===== config.mk =====
export PLATFORM = sky130hd
export DESIGN_NAME = rsa_modular_exponentiation_flat
export DESIGN_NICKNAME = d
export VERILOG_FILES = /design/src/sv/rsa_mexp_pkg.sv /design/src/sv/rsa_mexp_if.sv /design/src/sv/rsa_modular_exponentiation.sv /design/src/flat_wrapper.sv
export SDC_FILE = /design/constraint.sdc
export NUM_CORES = 1
export LEC_CHECK = 0
export BUFFER_PORTS_ARGS = -buffer_cell sky130_fd_sc_hd__buf_2
export CORE_ASPECT_RATIO = 1.1
export CORE_UTILIZATION = 40
export CTS_BUF_LIST = sky130_fd_sc_hd__clkbuf_4 sky130_fd_sc_hd__clkbuf_8
export DETAILED_ROUTE_END_ITERATION = 8
export SLEW_MARGIN = 15
export SYNTH_ARGS = -nofsm -noshare
export SYNTH_HDL_FRONTEND = slang
export SYNTH_SLANG_ARGS = --single-unit

===== constraint.sdc =====
create_clock -name clk_i -period 6.11 [get_ports clk_i]
set_clock_uncertainty 0.1 [all_clocks]
set_input_delay 0.3055 -clock clk_i [delete_from_list [all_inputs] [get_ports clk_i]]
set_output_delay 0.3055 -clock clk_i [all_outputs]
set_load 0.005 [all_outputs]

===== src/sv/rsa_mexp_pkg.sv =====
// package for the modular exponentiation block: payload widths, register
// indexes, opcodes and the microcode program of the sequencer
// no dependencies
package rsa_mexp_pkg;

  localparam int unsigned VALUE_W   = 16;
  localparam int unsigned RESULT_W  = 16;
  localparam int unsigned CFG_IDX_W = 2;
  localparam int unsigned UADDR_W   = 3;

  localparam int unsigned MODULUS_RST  = 3233;
  localparam int unsigned PUB_EXP_RST  = 17;
  localparam int unsigned PRIV_EXP_RST = 2753;

  typedef enum logic [CFG_IDX_W-1:0] {
    REG_MODULUS  = 2'd0,
    REG_PUB_EXP  = 2'd1,
    REG_PRIV_EXP = 2'd2
  } cfg_idx_e;

  typedef enum logic {
    OP_ENCRYPT = 1'b0,
    OP_DECRYPT = 1'b1
  } opcode_e;

  // jump conditions of a control word
  typedef enum logic [2:0] {
    COND_NONE      = 3'd0,
    COND_NO_IN     = 3'd1,
    COND_MUL_BUSY  = 3'd2,
    COND_MORE_BITS = 3'd3,
    COND_OUT_BUSY  = 3'd4
  } cond_e;

  typedef logic [UADDR_W-1:0] uaddr_t;

  localparam uaddr_t UA_WAIT   = 3'd0;
  localparam uaddr_t UA_REDUCE = 3'd1;
  localparam uaddr_t UA_SQ0    = 3'd2;
  localparam uaddr_t UA_MUL    = 3'd3;
  localparam uaddr_t UA_UPD    = 3'd4;
  localparam uaddr_t UA_EMIT   = 3'd5;

  typedef struct packed {
    logic   ld_item;   // take an input item, acc = 1
    logic   setup;     // clear partials, load multiplier shift registers
    logic   run_mul;   // one bit step of both modular multipliers
    logic   mb_one;    // multiplicand of unit b is one (base reduction)
    logic   wr_acc;    // acc takes unit a product when exponent bit is set
    logic   wr_sq;     // sq takes unit b product
    logic   shift_exp; // move to next exponent bit
    logic   emit;      // write the output register
    cond_e  cond;
    uaddr_t target;    // taken when cond holds
    uaddr_t next;      // taken otherwise
  } uword_t;

  function automatic uword_t urom(input uaddr_t addr);
    uword_t w;
    w = '{ld_item: 1'b0, setup: 1'b0, run_mul: 1'b0, mb_one: 1'b0, wr_acc: 1'b0,
           wr_sq: 1'b0, shift_exp: 1'b0, emit: 1'b0, cond: COND_NONE,
           target: UA_WAIT, next: UA_WAIT};
    case (addr)
      UA_WAIT: begin
        w.ld_item = 1'b1;
        w.setup   = 1'b1;
        w.cond    = COND_NO_IN;
        w.target  = UA_WAIT;
        w.next    = UA_REDUCE;
      end
      UA_REDUCE: begin
        w.run_mul = 1'b1;
        w.mb_one  = 1'b1;
        w.cond    = COND_MUL_BUSY;
        w.target  = UA_REDUCE;
        w.next    = UA_SQ0;
      end
      UA_SQ0: begin
        w.wr_sq = 1'b1;
        w.setup = 1'b1;
        w.next  = UA_MUL;
      end
      UA_MUL: begin
        w.run_mul = 1'b1;
        w.cond    = COND_MUL_BUSY;
        w.target  = UA_MUL;
        w.next    = UA_UPD;
      end
      UA_UPD: begin
        w.wr_acc    = 1'b1;
        w.wr_sq     = 1'b1;
        w.setup     = 1'b1;
        w.shift_exp = 1'b1;
        w.cond      = COND_MORE_BITS;
        w.target    = UA_MUL;
        w.next      = UA_EMIT;
      end
      UA_EMIT: begin
        w.emit   = 1'b1;
        w.cond   = COND_OUT_BUSY;
        w.target = UA_EMIT;
        w.next   = UA_WAIT;
      end
      default: begin
        w.next = UA_WAIT;
      end
    endcase
    return w;
  endfunction

endpackage


===== src/sv/rsa_mexp_if.sv =====
// valid/ready channel interfaces of the modular exponentiation block:
// input items, result items and configuration writes
// depends on rsa_mexp_pkg
interface rsa_mexp_in_if;
  logic                                valid;
  logic                                ready;
  logic                                opcode;
  logic [rsa_mexp_pkg::VALUE_W-1:0]    value;

  modport source (output valid, output opcode, output value, input ready);
  modport sink   (input valid, input opcode, input value, output ready);
endinterface

interface rsa_mexp_out_if;
  logic                                valid;
  logic                                ready;
  logic [rsa_mexp_pkg::RESULT_W-1:0]   result;

  modport source (output valid, output result, input ready);
  modport sink   (input valid, input result, output ready);
endinterface

interface rsa_mexp_cfg_if #(parameter int unsigned DATA_W = 16);
  logic                                valid;
  logic                                ready;
  logic [rsa_mexp_pkg::CFG_IDX_W-1:0]  index;
  logic [DATA_W-1:0]                   data;

  modport source (output valid, output index, output data, input ready);
  modport sink   (input valid, input index, input data, output ready);
endinterface


===== src/sv/rsa_modular_exponentiation.sv =====
// modular exponentiation (value ^ exponent mod modulus), right-to-left
// square-and-multiply under a microcoded sequencer
// depends on rsa_mexp_pkg and rsa_mexp_if
//
// usage:
//   cfg_i  : register writes (0 modulus, 1 public exponent, 2 private
//            exponent), always ready; write only while the block is idle;
//            writes to index 3 are dropped
//   in_i   : one item = opcode (0 encrypt with public, 1 decrypt with
//            private exponent) and a 16-bit value; ready only while the
//            sequencer sits at its wait step
//   out_o  : one result per item from an output register
// timing: two bit-serial modular multipliers run side by side, one bit of
//   the multiplier per cycle. the base is reduced first, then each of the
//   WORD_BITS exponent bits takes one multiplication on each unit; the next
//   item is taken only after the result is written to the output register
// reset: registers return to 3233 / 17 / 2753, sequencer to its wait step,
//   output empty. if the receiver stalls, the result holds and the
//   sequencer waits at its emit step until the output register frees up
module rsa_modular_exponentiation #(
  parameter int unsigned WORD_BITS = 16
) (
  input  logic                      clk_i,
  input  logic                      rst_ni,
  rsa_mexp_cfg_if.sink              cfg_i,
  rsa_mexp_in_if.sink               in_i,
  rsa_mexp_out_if.source            out_o
);

  localparam int unsigned W     = WORD_BITS;
  localparam int unsigned CNT_W = $clog2(WORD_BITS);
  localparam logic [CNT_W-1:0] CNT_LAST = CNT_W'(WORD_BITS - 1);

  // configuration registers
  logic [W-1:0] modulus_q, pub_exp_q, priv_exp_q;

  // sequencer
  rsa_mexp_pkg::uaddr_t pc_q, pc_d;
  rsa_mexp_pkg::uword_t uw;
  logic                 cond_hit;

  // datapath
  logic [W-1:0]     acc_q, acc_d, sq_q, sq_d, exp_q, exp_d;
  logic [W-1:0]     pa_q, pa_d, pb_q, pb_d, ba_q, ba_d, bb_q, bb_d;
  logic [W-1:0]     mb_sel;
  logic [CNT_W-1:0] cnt_q, cnt_d, ebit_q, ebit_d;

  logic in_ready, in_fire, out_busy, emit_fire;
  logic out_valid_q, out_valid_d;
  logic [rsa_mexp_pkg::RESULT_W-1:0] result_q, result_d;

  // one step of interleaved modular multiplication: r = (2r + bit*a) mod m,
  // with r < m and a <= m so at most two subtractions are needed
  function automatic logic [W-1:0] mod_step(input logic [W-1:0] r,
                                            input logic [W-1:0] a,
                                            input logic         b,
                                            input logic [W-1:0] m);
    logic [W+2:0] t, d1, d2;
    t  = {2'b00, r, 1'b0} + (b ? {3'b000, a} : '0);
    d1 = t - {3'b000, m};
    d2 = t - {2'b00, m, 1'b0};
    if (!d2[W+2]) begin
      return d2[W-1:0];
    end else if (!d1[W+2]) begin
      return d1[W-1:0];
    end
    return t[W-1:0];
  endfunction

  assign uw        = rsa_mexp_pkg::urom(pc_q);
  assign in_ready  = uw.ld_item;
  assign in_fire   = in_i.valid && in_ready;
  assign out_busy  = out_valid_q && !out_o.ready;
  assign emit_fire = uw.emit && !out_busy;

  always_comb begin
    case (uw.cond)
      rsa_mexp_pkg::COND_NONE:      cond_hit = 1'b0;
      rsa_mexp_pkg::COND_NO_IN:     cond_hit = !in_fire;
      rsa_mexp_pkg::COND_MUL_BUSY:  cond_hit = (cnt_q != '0);
      rsa_mexp_pkg::COND_MORE_BITS: cond_hit = (ebit_q != '0);
      rsa_mexp_pkg::COND_OUT_BUSY:  cond_hit = out_busy;
      default:                      cond_hit = 1'b0;
    endcase
    pc_d = cond_hit ? uw.target : uw.next;
  end

  always_comb begin
    acc_d  = acc_q;
    sq_d   = sq_q;
    exp_d  = exp_q;
    ebit_d = ebit_q;
    pa_d   = pa_q;
    pb_d   = pb_q;
    ba_d   = ba_q;
    bb_d   = bb_q;
    cnt_d  = cnt_q;
    mb_sel = uw.mb_one ? W'(1) : sq_q;

    if (uw.ld_item && in_fire) begin
      acc_d  = W'(1);
      exp_d  = (in_i.opcode == rsa_mexp_pkg::OP_DECRYPT) ? priv_exp_q : pub_exp_q;
      ebit_d = CNT_LAST;
    end
    if (uw.wr_acc && exp_q[0]) begin
      acc_d = pa_q;
    end
    if (uw.wr_sq) begin
      sq_d = pb_q;
    end
    if (uw.shift_exp) begin
      exp_d  = exp_q >> 1;
      ebit_d = ebit_q - CNT_W'(1);
    end

    if (uw.run_mul) begin
      pa_d  = mod_step(pa_q, sq_q, ba_q[W-1], modulus_q);
      pb_d  = mod_step(pb_q, mb_sel, bb_q[W-1], modulus_q);
      ba_d  = ba_q << 1;
      bb_d  = bb_q << 1;
      cnt_d = cnt_q - CNT_W'(1);
    end
    // unit a multiplies acc by sq, unit b squares sq or reduces the base
    if (uw.setup) begin
      pa_d  = '0;
      pb_d  = '0;
      ba_d  = acc_d;
      bb_d  = uw.ld_item ? W'(in_i.value) : pb_q;
      cnt_d = CNT_LAST;
    end
  end

  always_comb begin
    out_valid_d = out_valid_q;
    result_d    = result_q;
    if (emit_fire) begin
      out_valid_d = 1'b1;
      result_d    = (modulus_q == '0) ? '0 : rsa_mexp_pkg::RESULT_W'(acc_q);
    end else if (out_o.ready) begin
      out_valid_d = 1'b0;
    end
  end

  always_ff @(posedge clk_i or negedge rst_ni) begin
    if (!rst_ni) begin
      pc_q        <= rsa_mexp_pkg::UA_WAIT;
      out_valid_q <= 1'b0;
      modulus_q   <= W'(rsa_mexp_pkg::MODULUS_RST);
      pub_exp_q   <= W'(rsa_mexp_pkg::PUB_EXP_RST);
      priv_exp_q  <= W'(rsa_mexp_pkg::PRIV_EXP_RST);
    end else begin
      pc_q        <= pc_d;
      out_valid_q <= out_valid_d;
      if (cfg_i.valid) begin
        case (cfg_i.index)
          rsa_mexp_pkg::REG_MODULUS:  modulus_q  <= cfg_i.data;
          rsa_mexp_pkg::REG_PUB_EXP:  pub_exp_q  <= cfg_i.data;
          rsa_mexp_pkg::REG_PRIV_EXP: priv_exp_q <= cfg_i.data;
          default: ;
        endcase
      end
    end
  end

  always_ff @(posedge clk_i) begin
    acc_q    <= acc_d;
    sq_q     <= sq_d;
    exp_q    <= exp_d;
    ebit_q   <= ebit_d;
    pa_q     <= pa_d;
    pb_q     <= pb_d;
    ba_q     <= ba_d;
    bb_q     <= bb_d;
    cnt_q    <= cnt_d;
    result_q <= result_d;
  end

  assign cfg_i.ready  = 1'b1;
  assign in_i.ready   = in_ready;
  assign out_o.valid  = out_valid_q;
  assign out_o.result = result_q;

endmodule

===== src/flat_wrapper.sv =====
// flat-port wrapper written by rule: the top's interface ports become plain ports
module rsa_modular_exponentiation_flat 
#(
  parameter int unsigned WORD_BITS = 16
)
  (clk_i, rst_ni, cfg_i_valid, cfg_i_index, cfg_i_data, cfg_i_ready, in_i_valid, in_i_opcode, in_i_value, in_i_ready, out_o_valid, out_o_result, out_o_ready);
  rsa_mexp_cfg_if cfg_i_i ();
  rsa_mexp_in_if in_i_i ();
  rsa_mexp_out_if out_o_i ();
  input  logic clk_i;
  input  logic rst_ni;
  input wire logic [$bits(cfg_i_i.valid)-1:0] cfg_i_valid;
  input wire logic [$bits(cfg_i_i.index)-1:0] cfg_i_index;
  input wire logic [$bits(cfg_i_i.data)-1:0] cfg_i_data;
  output wire logic [$bits(cfg_i_i.ready)-1:0] cfg_i_ready;
  input wire logic [$bits(in_i_i.valid)-1:0] in_i_valid;
  input wire logic [$bits(in_i_i.opcode)-1:0] in_i_opcode;
  input wire logic [$bits(in_i_i.value)-1:0] in_i_value;
  output wire logic [$bits(in_i_i.ready)-1:0] in_i_ready;
  output wire logic [$bits(out_o_i.valid)-1:0] out_o_valid;
  output wire logic [$bits(out_o_i.result)-1:0] out_o_result;
  input wire logic [$bits(out_o_i.ready)-1:0] out_o_ready;
  assign cfg_i_i.valid = cfg_i_valid;
  assign cfg_i_i.index = cfg_i_index;
  assign cfg_i_i.data = cfg_i_data;
  assign cfg_i_ready = cfg_i_i.ready;
  assign in_i_i.valid = in_i_valid;
  assign in_i_i.opcode = in_i_opcode;
  assign in_i_i.value = in_i_value;
  assign in_i_ready = in_i_i.ready;
  assign out_o_valid = out_o_i.valid;
  assign out_o_result = out_o_i.result;
  assign out_o_i.ready = out_o_ready;
  rsa_modular_exponentiation #(.WORD_BITS(WORD_BITS)) u_core (.clk_i(clk_i), .rst_ni(rst_ni), .cfg_i(cfg_i_i), .in_i(in_i_i), .out_o(out_o_i));
endmodule

==> run summary, run 1 <==
row count: 66
DR WL/cell: 17.6 um
total gr overflow: 0
CP Capture Type: flip-flop
RSZ-0062 raised after global routing: false
TritonCTS clock tree: yes
Clock Tree Buf Depth: 2
HP Class: input pin to flip-flop
via count: 9,635
Max-slew headroom: 27.9%
r2r endpoint: u_core.pb_q[0]
chip height: 185 um
FF+latch count, synth: 188
detailed-route DRC error count: 0
total CTS buffers: 17
Hold Crit Start: in_i_valid
DPL Wire Length: 23.5 mm
crit-path cells: nor2_1 -> nor2b_4 -> and2_1 -> ha_1 -> a21o_1 -> a21oi_1 -> or4b_4 -> a31oi_1 -> o21ba_2 -> xnor2_1 -> ha_1 -> and3_1 -> nand3_1 -> o21ai_0 -> a41o_1 -> a21o_1 -> or4_1 -> or3_1 -> a31oi_1
mapped cell area: 12,200 um^2
Critical Path Start: u_core.pc_q[1]
Core Region: 29,800 um^2
Vias/cell: 5.46
critical path depth: 19
Most used DFF post-synth: edfxtp_1
FF-to-FF setup slack: 430 ps
H-tree lvl count: 4
global-route wire length before repair: 49.6 mm
Final TNS setup: 0 ps
top post-synthesis cells by area: edfxtp_1, ha_1, dfxtp_1
initial antenna violation count: 0
port bufs: 57
min cycle time layout: 5680 ps
DRT iter0 DRCs: 608
maximum fanout along the worst path: 17
final hold vios: 0
Mean Syn Cell Area: 9.66 um^2
cells after synthesis: 1,267
crit path kind: flip-flop to flip-flop
Synth Net Count: 1,411
Final setup viols: 0
Sink Count: 188
Tot GR Track Use: 20.6%
Pre-antenna DRT Iters: 6
FFs w/ async S/R, synth: 27.7%
root buffer cell: clkbuf_8
Filler Cells Inserted: 2,875
most common cell in the netlist: nand2_1
Top Ports: 59
GP Congestion: 0.891
Post-Route WL: 31.0 mm
P&R area growth vs syn: 12.2%
Req. time, crit path: 6440 ps
post-synth top area cell: edfxtp_1
delay of the slowest cell on the worst path: 710 ps
Worst Hold Depth: 3
post-synthesis sequential area ratio: 39.8%
Fmax achieved: 0.176 GHz
largest net degree at the start of global routing: 53
clk_lat worst skew: 500 ps
Die Footprint: 31,300 um^2
Post-synth EDFFs: 83
Buf/Inv on CP: 0
Critical Path AT: 6020 ps
commonest cells in the netlist: nand2_1, ha_1, o21ai_0, edfxtp_1
worst reg2reg path startpoint: u_core.pc_q[1]
library cells used by synthesis: 77
Die X-Extent: 169 um
Initial Utilization: 41.0%
Yosys warnings: 0
Final Slew Violations: 0
Final ANT Viol Nets: 0
period utilization: 93.0%
ANT cells: 0
Nets: 1,489
Worst-path clk slew: 110 ps
status: complete, no violations
Critical Path Sink: u_core.pb_q[0]
Worst-Margin Slew: 1080 ps
R2R cell count: 19
Max-Cap Viols: 0
vias in the first global route: 9,350
top cell type's share of synthesized area: 20.4%
share of cells above drive strength 1: 12.9%
critical path launch point type: flip-flop
delay-heaviest family, CP: simple AND/OR/NAND/NOR gates
CP max stage cell: or4_1
## worst reg2reg max path, stage by stage (launching register included)
cell	delay, ps
dfrtp_1	520
nor2_1	450
nor2b_4	150
and2_1	200
ha_1	340
a21o_1	170
a21oi_1	160
or4b_4	500
a31oi_1	250
o21ba_2	160
xnor2_1	200
ha_1	350
and3_1	200
nand3_1	80
o21ai_0	70
a41o_1	240
a21o_1	180
or4_1	710
or3_1	460
a31oi_1	150
## through the flow
stage | std cells | setup slack (ps) | utilization (%) | hold WS (ps) | area (um^2)
global route | 1766 | 64.7 | 46.0 | 80.6 | 13700
floorplan | 1267 | 903 | - | -90.1 | 12200
finish | 1766 | 425 | 46.0 | 74.3 | 13700
global placement | 1700 | 427 | 43.5 | 361 | 13000
CTS | 1766 | 153 | 46.0 | 27.5 | 13700
detailed placement | 1700 | 213 | 43.5 | 376 | 13000
## placed cells by master (no fill, tap or decap), drive strengths merged, types with 20 or more instances in the layout
cell,Yosys,routed
a21o,30,30
a21oi,68,68
a22o,21,21
and2,48,48
buf,4,74
dfrtp,40,40
dfxtp,53,53
dlygate4sd3,0,34
edfxtp,83,83
ha,98,98
inv,46,55
mux2,36,36
mux2i,47,47
nand2,146,146
nor2,68,68
nor2b,22,22
nor3,20,20
o21a,20,20
o21ai,107,107
xnor2,51,51
## registers in the layout, summed over array words and instances (netlist names), 16 cells and up
register and count:
u_core.acc_q 16, u_core.exp_q 16, u_core.priv_exp_q 16, u_core.modulus_q 16, u_core.sq_q 16, u_core.pub_exp_q 16, u_core.out_o.result 16, u_core.bb_q 16
u_core.pa_q 16, u_core.ba_q 16, u_core.pb_q 16
## what timing repair did
action                                  in CTS  in global routing
endpoints found under the setup margin       0                 16
endpoints found under the hold margin      105                  0
buffers inserted                             0                  0
hold buffers                                34                  0
gates resized for setup                      0                  2
## cell type report
cell class	instances	area [um^2]	share of cell area [%]
clock buffer	17	234	1.71
clock inverter	15	163	1.19
tap	408	510	3.72
timing repair buffer	108	753	5.49
inverter	46	173	1.26
multi-input combinational	984	7020	51.1
sequential	188	4870	35.5
## cells by family after synthesis
| logic type | Yosys count | share of synthesized area (%) |
|---|---|---|
| xor gates and xnor gates | 70 | 5.01 |
| DFF | 188 | 39.8 |
| muxes | 83 | 7.16 |
| AOI/OAI and AO/OA | 348 | 18.8 |
| other | 1 | 0.0307 |
| buffers and inverters | 95 | 3.07 |
| and+or+nand+nor | 378 | 15.1 |
| adders and majority gates | 104 | 11.0 |
## worst min-delay path by stage
stage                                end  slack, ps
floorplan           u_core.modulus_q[12]        -90
global placement     u_core.pub_exp_q[9]        360
detailed placement   u_core.pub_exp_q[9]        380
CTS                       u_core.pc_q[0]         30
global route              u_core.pc_q[0]         80
finish                    u_core.pc_q[0]         70
## routing by layer
| metal | up-vias | global-route usage, % | part of all wire (%) |
|---|---|---|---|
| li1 | 4773 | - | - |
| met1 | 4648 | 25.6 | 45 |
| met2 | 162 | 35.8 | 49 |
| met3 | 52 | 2.37 | 2.6 |
| met4 | 0 | 9.16 | 3.4 |
| met5 | - | 0 | 0 |
Power of run 1 is left out: the tool's default activity adds up to more than one toggle a clock period on the data nets, which glitch-free logic cannot reach.
==> inputs of run 2 (changes only) <==
- CAP_MARGIN: not set -> 20
- CORE_UTILIZATION: 40 -> 64
- PLACE_DENSITY: not set -> 0.83
==> run summary, run 2 (synthesis gave the netlist of run 1 again) <==
chip height: 147 um (-21%)
Die Footprint: 19,700 um^2 (-37%)
Worst-Margin Slew: 1030 ps (-48.4 ps)
DP Area: 12,800 um^2 (-1.6%)
Filler Cells Inserted: 1,336 (-54%)
global-route wire length before repair: 48.6 mm (-2.1%)
Initial Utilization: 66.0% (+25 points)
final instance count without filler cells: 1,601 (-9.3%)
row count: 52 (-21%)
total CTS buffers: 17 (unchanged)
Post-CTS Setup Inserts: 0 (unchanged)
Sink Count: 188 (unchanged)
root buffer cell: clkbuf_8
vias in the first global route: 9,730 (+4.1%)
final hold vios: 0 (unchanged)
top layer in use: met4
WL met1: 12.4 mm (-12%)
Die X-Extent: 134 um (-21%)
most common cell after layout, fill and taps aside: nand2_1
Final TNS setup: 0 ps (unchanged)
via count: 9,991 (+3.7%)
HP Class: input pin to flip-flop
P&R area growth vs syn: 10.5%
clk_lat worst skew: 500 ps (about the same)
Post-Route WL: 30.2 mm (-2.7%)
detailed-route DRC error count: 0 (unchanged)
Design Area, Final: 13,500 um^2 (-1.4%)
H-tree lvl count: 4 (unchanged)
Top Ports: 59 (unchanged)
Post-Place Worst Slack: 207 ps (-5.48 ps)
final setup margin: 387 ps (-38.3 ps)
min cycle time layout: 5720 ps (+38.3 ps)
DPL Wire Length: 21.9 mm (-6.5%)
met2 wire len: 14.7 mm (-3.3%)
Final ANT Viol Nets: 0 (unchanged)
Critical Path AT: 6030 ps (about the same)
Final Slew Violations: 0 (unchanged)
maximum fanout along the worst path: 21 (+4)
Final setup viols: 0 (unchanged)
total gr overflow: 0 (unchanged)
crit path kind: flip-flop to flip-flop
RSZ-0062 raised after global routing: false
share of cells above drive strength 1: 13.0% (+0.074 points)
Worst-path clk slew: 110 ps (about the same)
Max-slew headroom: 31.2% (+3.2 points)
Max-Cap Viols: 0 (unchanged)
DR WL/cell: 18.8 um (+7.3%)
CP Capture Type: flip-flop
Vias/cell: 6.24 (+14%)
port bufs: 57 (unchanged)
DRT iter0 DRCs: 672 (+11%)
Req. time, crit path: 6410 ps (-30 ps)
Pre-antenna DRT Iters: 5 (-1)
Nets: 1,489 (unchanged)
Fmax achieved: 0.175 GHz (-0.67%)
TritonCTS clock tree: yes
initial antenna violation count: 0 (unchanged)
Clock Tree Buf Depth: 2 (unchanged)
critical path launch point type: flip-flop
status: complete, no violations
GP Congestion: 0.931 (+4.5%)
Core Region: 18,500 um^2 (-38%)
largest net degree at the start of global routing: 53 (unchanged)
most frequent cells in the layout: nand2_1, ha_1, o21ai_0
period utilization: 93.7% (+0.63 points)
Tot GR Track Use: 32.0% (+11 points)
ANT cells: 0 (unchanged)
placed cells: 1,534 (-9.8%)
wire length on met3: 1.38 mm (+70%)
run 2: path summary, 6_finish.rpt:
kind / from / endpoint / slack [ps] / cells past startpoint
worst min-delay path: in_i_value[15] / u_core.bb_q[15] / 30 / 3
worst min register to register: u_core.pub_exp_q[12] / u_core.pub_exp_q[12] / 410 / 1
worst max-delay path: u_core.pc_q[0] / u_core.pb_q[13] / 390 / 19
worst max register to register: u_core.pc_q[0] / u_core.pb_q[13] / 390 / 19
max in group asynchronous: rst_ni / u_core.pub_exp_q[2] / 5060 / 3
min in group asynchronous: rst_ni / u_core.priv_exp_q[12] / 380 / 3
run 2: final cells by class:
class | count | area, um^2 | share of cell area (%)
multi-input combinational | 984 | 7020 | 51.9
tap | 243 | 304 | 2.25
inverter | 46 | 173 | 1.28
clock inverter | 14 | 158 | 1.17
sequential | 188 | 4870 | 36.0
clock buffer | 18 | 241 | 1.79
timing repair buffer | 108 | 758 | 5.61
run 2: what timing repair did:
| item | in CTS | in global routing |
|---|---|---|
| gates resized for setup | 0 | 3 |
| endpoints found under the hold margin | 104 | 0 |
| setup endpoints to repair | 0 | 16 |
| hold buffers | 33 | 0 |
run 2: worst max-delay path, cell delays in order (launching register included):
cell	delay, ps
dfrtp_1	590
nand2b_1	120
nor2_1	370
nor2b_4	140
and2_1	190
ha_1	340
a21o_1	170
a21oi_1	180
or4b_4	500
a31oi_1	230
o21ba_2	160
xnor2_1	200
ha_1	340
o21ai_0	190
a32oi_1	120
a2111o_1	480
a2111oi_4	340
buf_4	330
mux2_1	350
o21a_1	160
run 2: stage by stage:
stage	utilization [%]	hold slack, ps
6_report	72.9	33.0
5_1_grt	72.9	18.5
4_1_cts	72.7	11.1
3_5_place_dp	68.8	364
3_3_place_gp	68.8	350
2_1_floorplan	-	-90.1
run 2: per-layer routing:
layer | vias to the layer above | track usage (%)
met5 | - | 0.505
met3 | 114 | 4.52
met1 | 4790 | 38.4
met4 | 0 | 21.0
li1 | 4787 | -
met2 | 300 | 53.5
Power of run 2 is left out for the same reason.
==> inputs of run 3 (changes only) <==
- RECOVER_POWER: not set -> 100
==> run summary, run 3 (synthesis gave the netlist of run 1 again) <==
HP Class: input pin to flip-flop
Vias/cell: 6.25 (+0.20%)
Top Ports: 59 (unchanged)
crit path kind: flip-flop to flip-flop
DR WL/cell: 18.9 um (+0.26%)
delay of the slowest cell on the worst path: 570 ps (-20 ps)
DPL Wire Length: 21.9 mm (unchanged)
Fmax achieved: 0.175 GHz (+0.27%)
Post-CTS Setup Inserts: 0 (unchanged)
CP most frequent cell: a21o_1
CP max stage cell: edfxtp_1
global-route wire length before repair: 48.6 mm (unchanged)
wire length on met3: 1.42 mm (+2.6%)
P&R area growth vs syn: 9.98%
Hold Crit Start: in_i_value[15]
R2R cell count: 22 (+3)
critical path launch point type: flip-flop
status: finished, violations left
final hold slack: 33.8 ps (+0.786 ps)
Worst-Margin Slew: 2920 ps (+1890 ps)
Final TNS setup: 0 ps (unchanged)
failing checks: max-capacitance violations, max-slew violations
Design Area, Final: 13,500 um^2 (-0.51%)
Die Footprint: 19,700 um^2 (unchanged)
Final ANT Viol Nets: 0 (unchanged)
H-tree lvl count: 4 (unchanged)
delay-heaviest family, CP: compound AO/OA/AOI/OAI gates
WL met1: 12.3 mm (-0.68%)
total CTS buffers: 17 (unchanged)
CP Capture Type: flip-flop
vias in the first global route: 9,730 (unchanged)
worst reg2reg path startpoint: u_core.ba_q[15]
top layer in use: met4
Initial Utilization: 66.0% (unchanged)
Buf/Inv on CP: 2 (+1)
via count: 10,011 (+0.20%)
Worst Hold Depth: 3 (unchanged)
min cycle time layout: 5710 ps (-15.4 ps)
final hold vios: 0 (unchanged)
most frequent cells in the layout: nand2_1, ha_1, o21ai_0
root buffer cell: clkbuf_8
Clock Tree Buf Depth: 2 (unchanged)
TritonCTS clock tree: yes
WHS Endpoint: u_core.bb_q[15]
ANT cells: 0 (unchanged)
Pre-antenna DRT Iters: 5 (unchanged)
share of cells above drive strength 1: 11.0% (-2.0 points)
clk_lat worst skew: 510 ps (about the same)
FF-to-FF setup slack: 400 ps (+20 ps)
RSZ-0062 raised after global routing: false
Tot GR Track Use: 32.0% (unchanged)
initial antenna violation count: 0 (unchanged)
maximum fanout along the worst path: 22 (+4.8%)
Critical Path AT: 6050 ps (+20 ps)
port bufs: 57 (unchanged)
GP Congestion: 0.931 (unchanged)
period utilization: 93.4% (-0.25 points)
Worst-path clk slew: 110 ps (about the same)
Post-Route WL: 30.2 mm (+0.26%)
most common cell after layout, fill and taps aside: nand2_1
crit-path cells: and2_0 -> ha_1 -> inv_1 -> fa_1 -> nor2b_1 -> o31a_1 -> o41a_1 -> o21ai_0 -> nand2b_1 -> a21oi_1 -> xnor2_1 -> ha_1 -> a21o_1 -> a21o_1 -> a21o_1 -> a222oi_1 -> o21a_1 -> clkbuf_2 -> nand2_1 -> o31a_1 -> a21oi_1 -> a22o_1
Req. time, crit path: 6450 ps (+40 ps)
Max-slew headroom: -95.2% (-130 points)
DRT iter0 DRCs: 716 (+6.5%)
r2r endpoint: u_core.pa_q[9]
detailed-route DRC error count: 0 (unchanged)
met2 wire len: 14.8 mm (+0.98%)
largest net degree at the start of global routing: 53 (unchanged)
Finished Core Util: 72.6% (-0.37 points)
Core Region: 18,500 um^2 (unchanged)
Sink Count: 188 (unchanged)
row count: 52 (unchanged)
Nets: 1,489 (unchanged)
total gr overflow: 0 (unchanged)
chip height: 147 um (unchanged)
Die X-Extent: 134 um (unchanged)
DP Area: 12,800 um^2 (unchanged)
Final setup viols: 0 (unchanged)
Final Slew Violations: 119 (+119)
Max-Cap Viols: 3 (+3)
-- run 3: cell count changes in the layout (fill, tap and decap cells not counted), moves of 2 or more --
cell / before / now
and2_0: 0 / 10
and2_1: 48 / 38
buf_2: 57 / 46
buf_4: 17 / 7
clkbuf_1: 0 / 20
dfstp_1: 0 / 2
dfstp_2: 12 / 10
o21ai_0: 86 / 93
o21ai_1: 21 / 14
-- run 3: routing by layer --
| layer | GRT usage [%] | vias up |
|---|---|---|
| met2 | 53.5 | 320 |
| li1 | - | 4783 |
| met3 | 4.52 | 115 |
| met4 | 21.0 | 0 |
| met5 | 0.505 | - |
| met1 | 38.4 | 4793 |
-- run 3: final cells by class --
| class | instances | area, um^2 |
|---|---|---|
| timing repair buffer | 108 | 708 |
| fill | 1361 | 5090 |
| multi-input combinational | 984 | 7000 |
| clock buffer | 18 | 241 |
| clock inverter | 14 | 158 |
| inverter | 46 | 173 |
| tap | 243 | 304 |
| sequential | 188 | 4870 |
-- run 3: worst max-delay path by stage --
| stage | startpoint | to | cells past startpoint |
|---|---|---|---|
| final | u_core.ba_q[15] | u_core.pa_q[9] | 22 |
| after global routing | u_core.pc_q[0] | u_core.pb_q[13] | 19 |
| after CTS | u_core.pc_q[0] | u_core.pb_q[0] | 21 |
| after detailed placement | u_core.pc_q[0] | u_core.pb_q[0] | 21 |
| after global placement | u_core.pc_q[0] | u_core.pb_q[0] | 21 |
| after floorplan | u_core.pc_q[0] | u_core.pb_q[13] | 26 |
-- run 3: worst register-to-register path, cell delays in order, from the launching register on --
cell      delay (ps)
edfxtp_1         570
and2_0           270
ha_1             220
inv_1             80
fa_1             210
nor2b_1           70
o31a_1           270
o41a_1           360
o21ai_0          160
nand2b_1          70
a21oi_1          180
xnor2_1          280
ha_1             390
a21o_1           220
a21o_1           190
a21o_1           200
a222oi_1         380
o21a_1           250
clkbuf_2         440
nand2_1          120
o31a_1           130
a21oi_1          330
a22o_1           180
-- run 3: repair_timing --
| item | CTS | global route |
|---|---|---|
| hold buffers | 33 | 0 |
| endpoints found under the hold margin | 104 | 0 |
| gates resized for setup | 0 | 3 |
| endpoints found under the setup margin | 0 | 16 |
-- run 3: per-stage QoR --
stage          worst slack (ps)  cells
6_report                    402   1601
2_1_floorplan               903   1267
3_5_place_dp                207   1534
3_3_place_gp                469   1534
5_1_grt                    66.2   1601
4_1_cts                     147   1599
Power of run 3 is left out for the same reason.
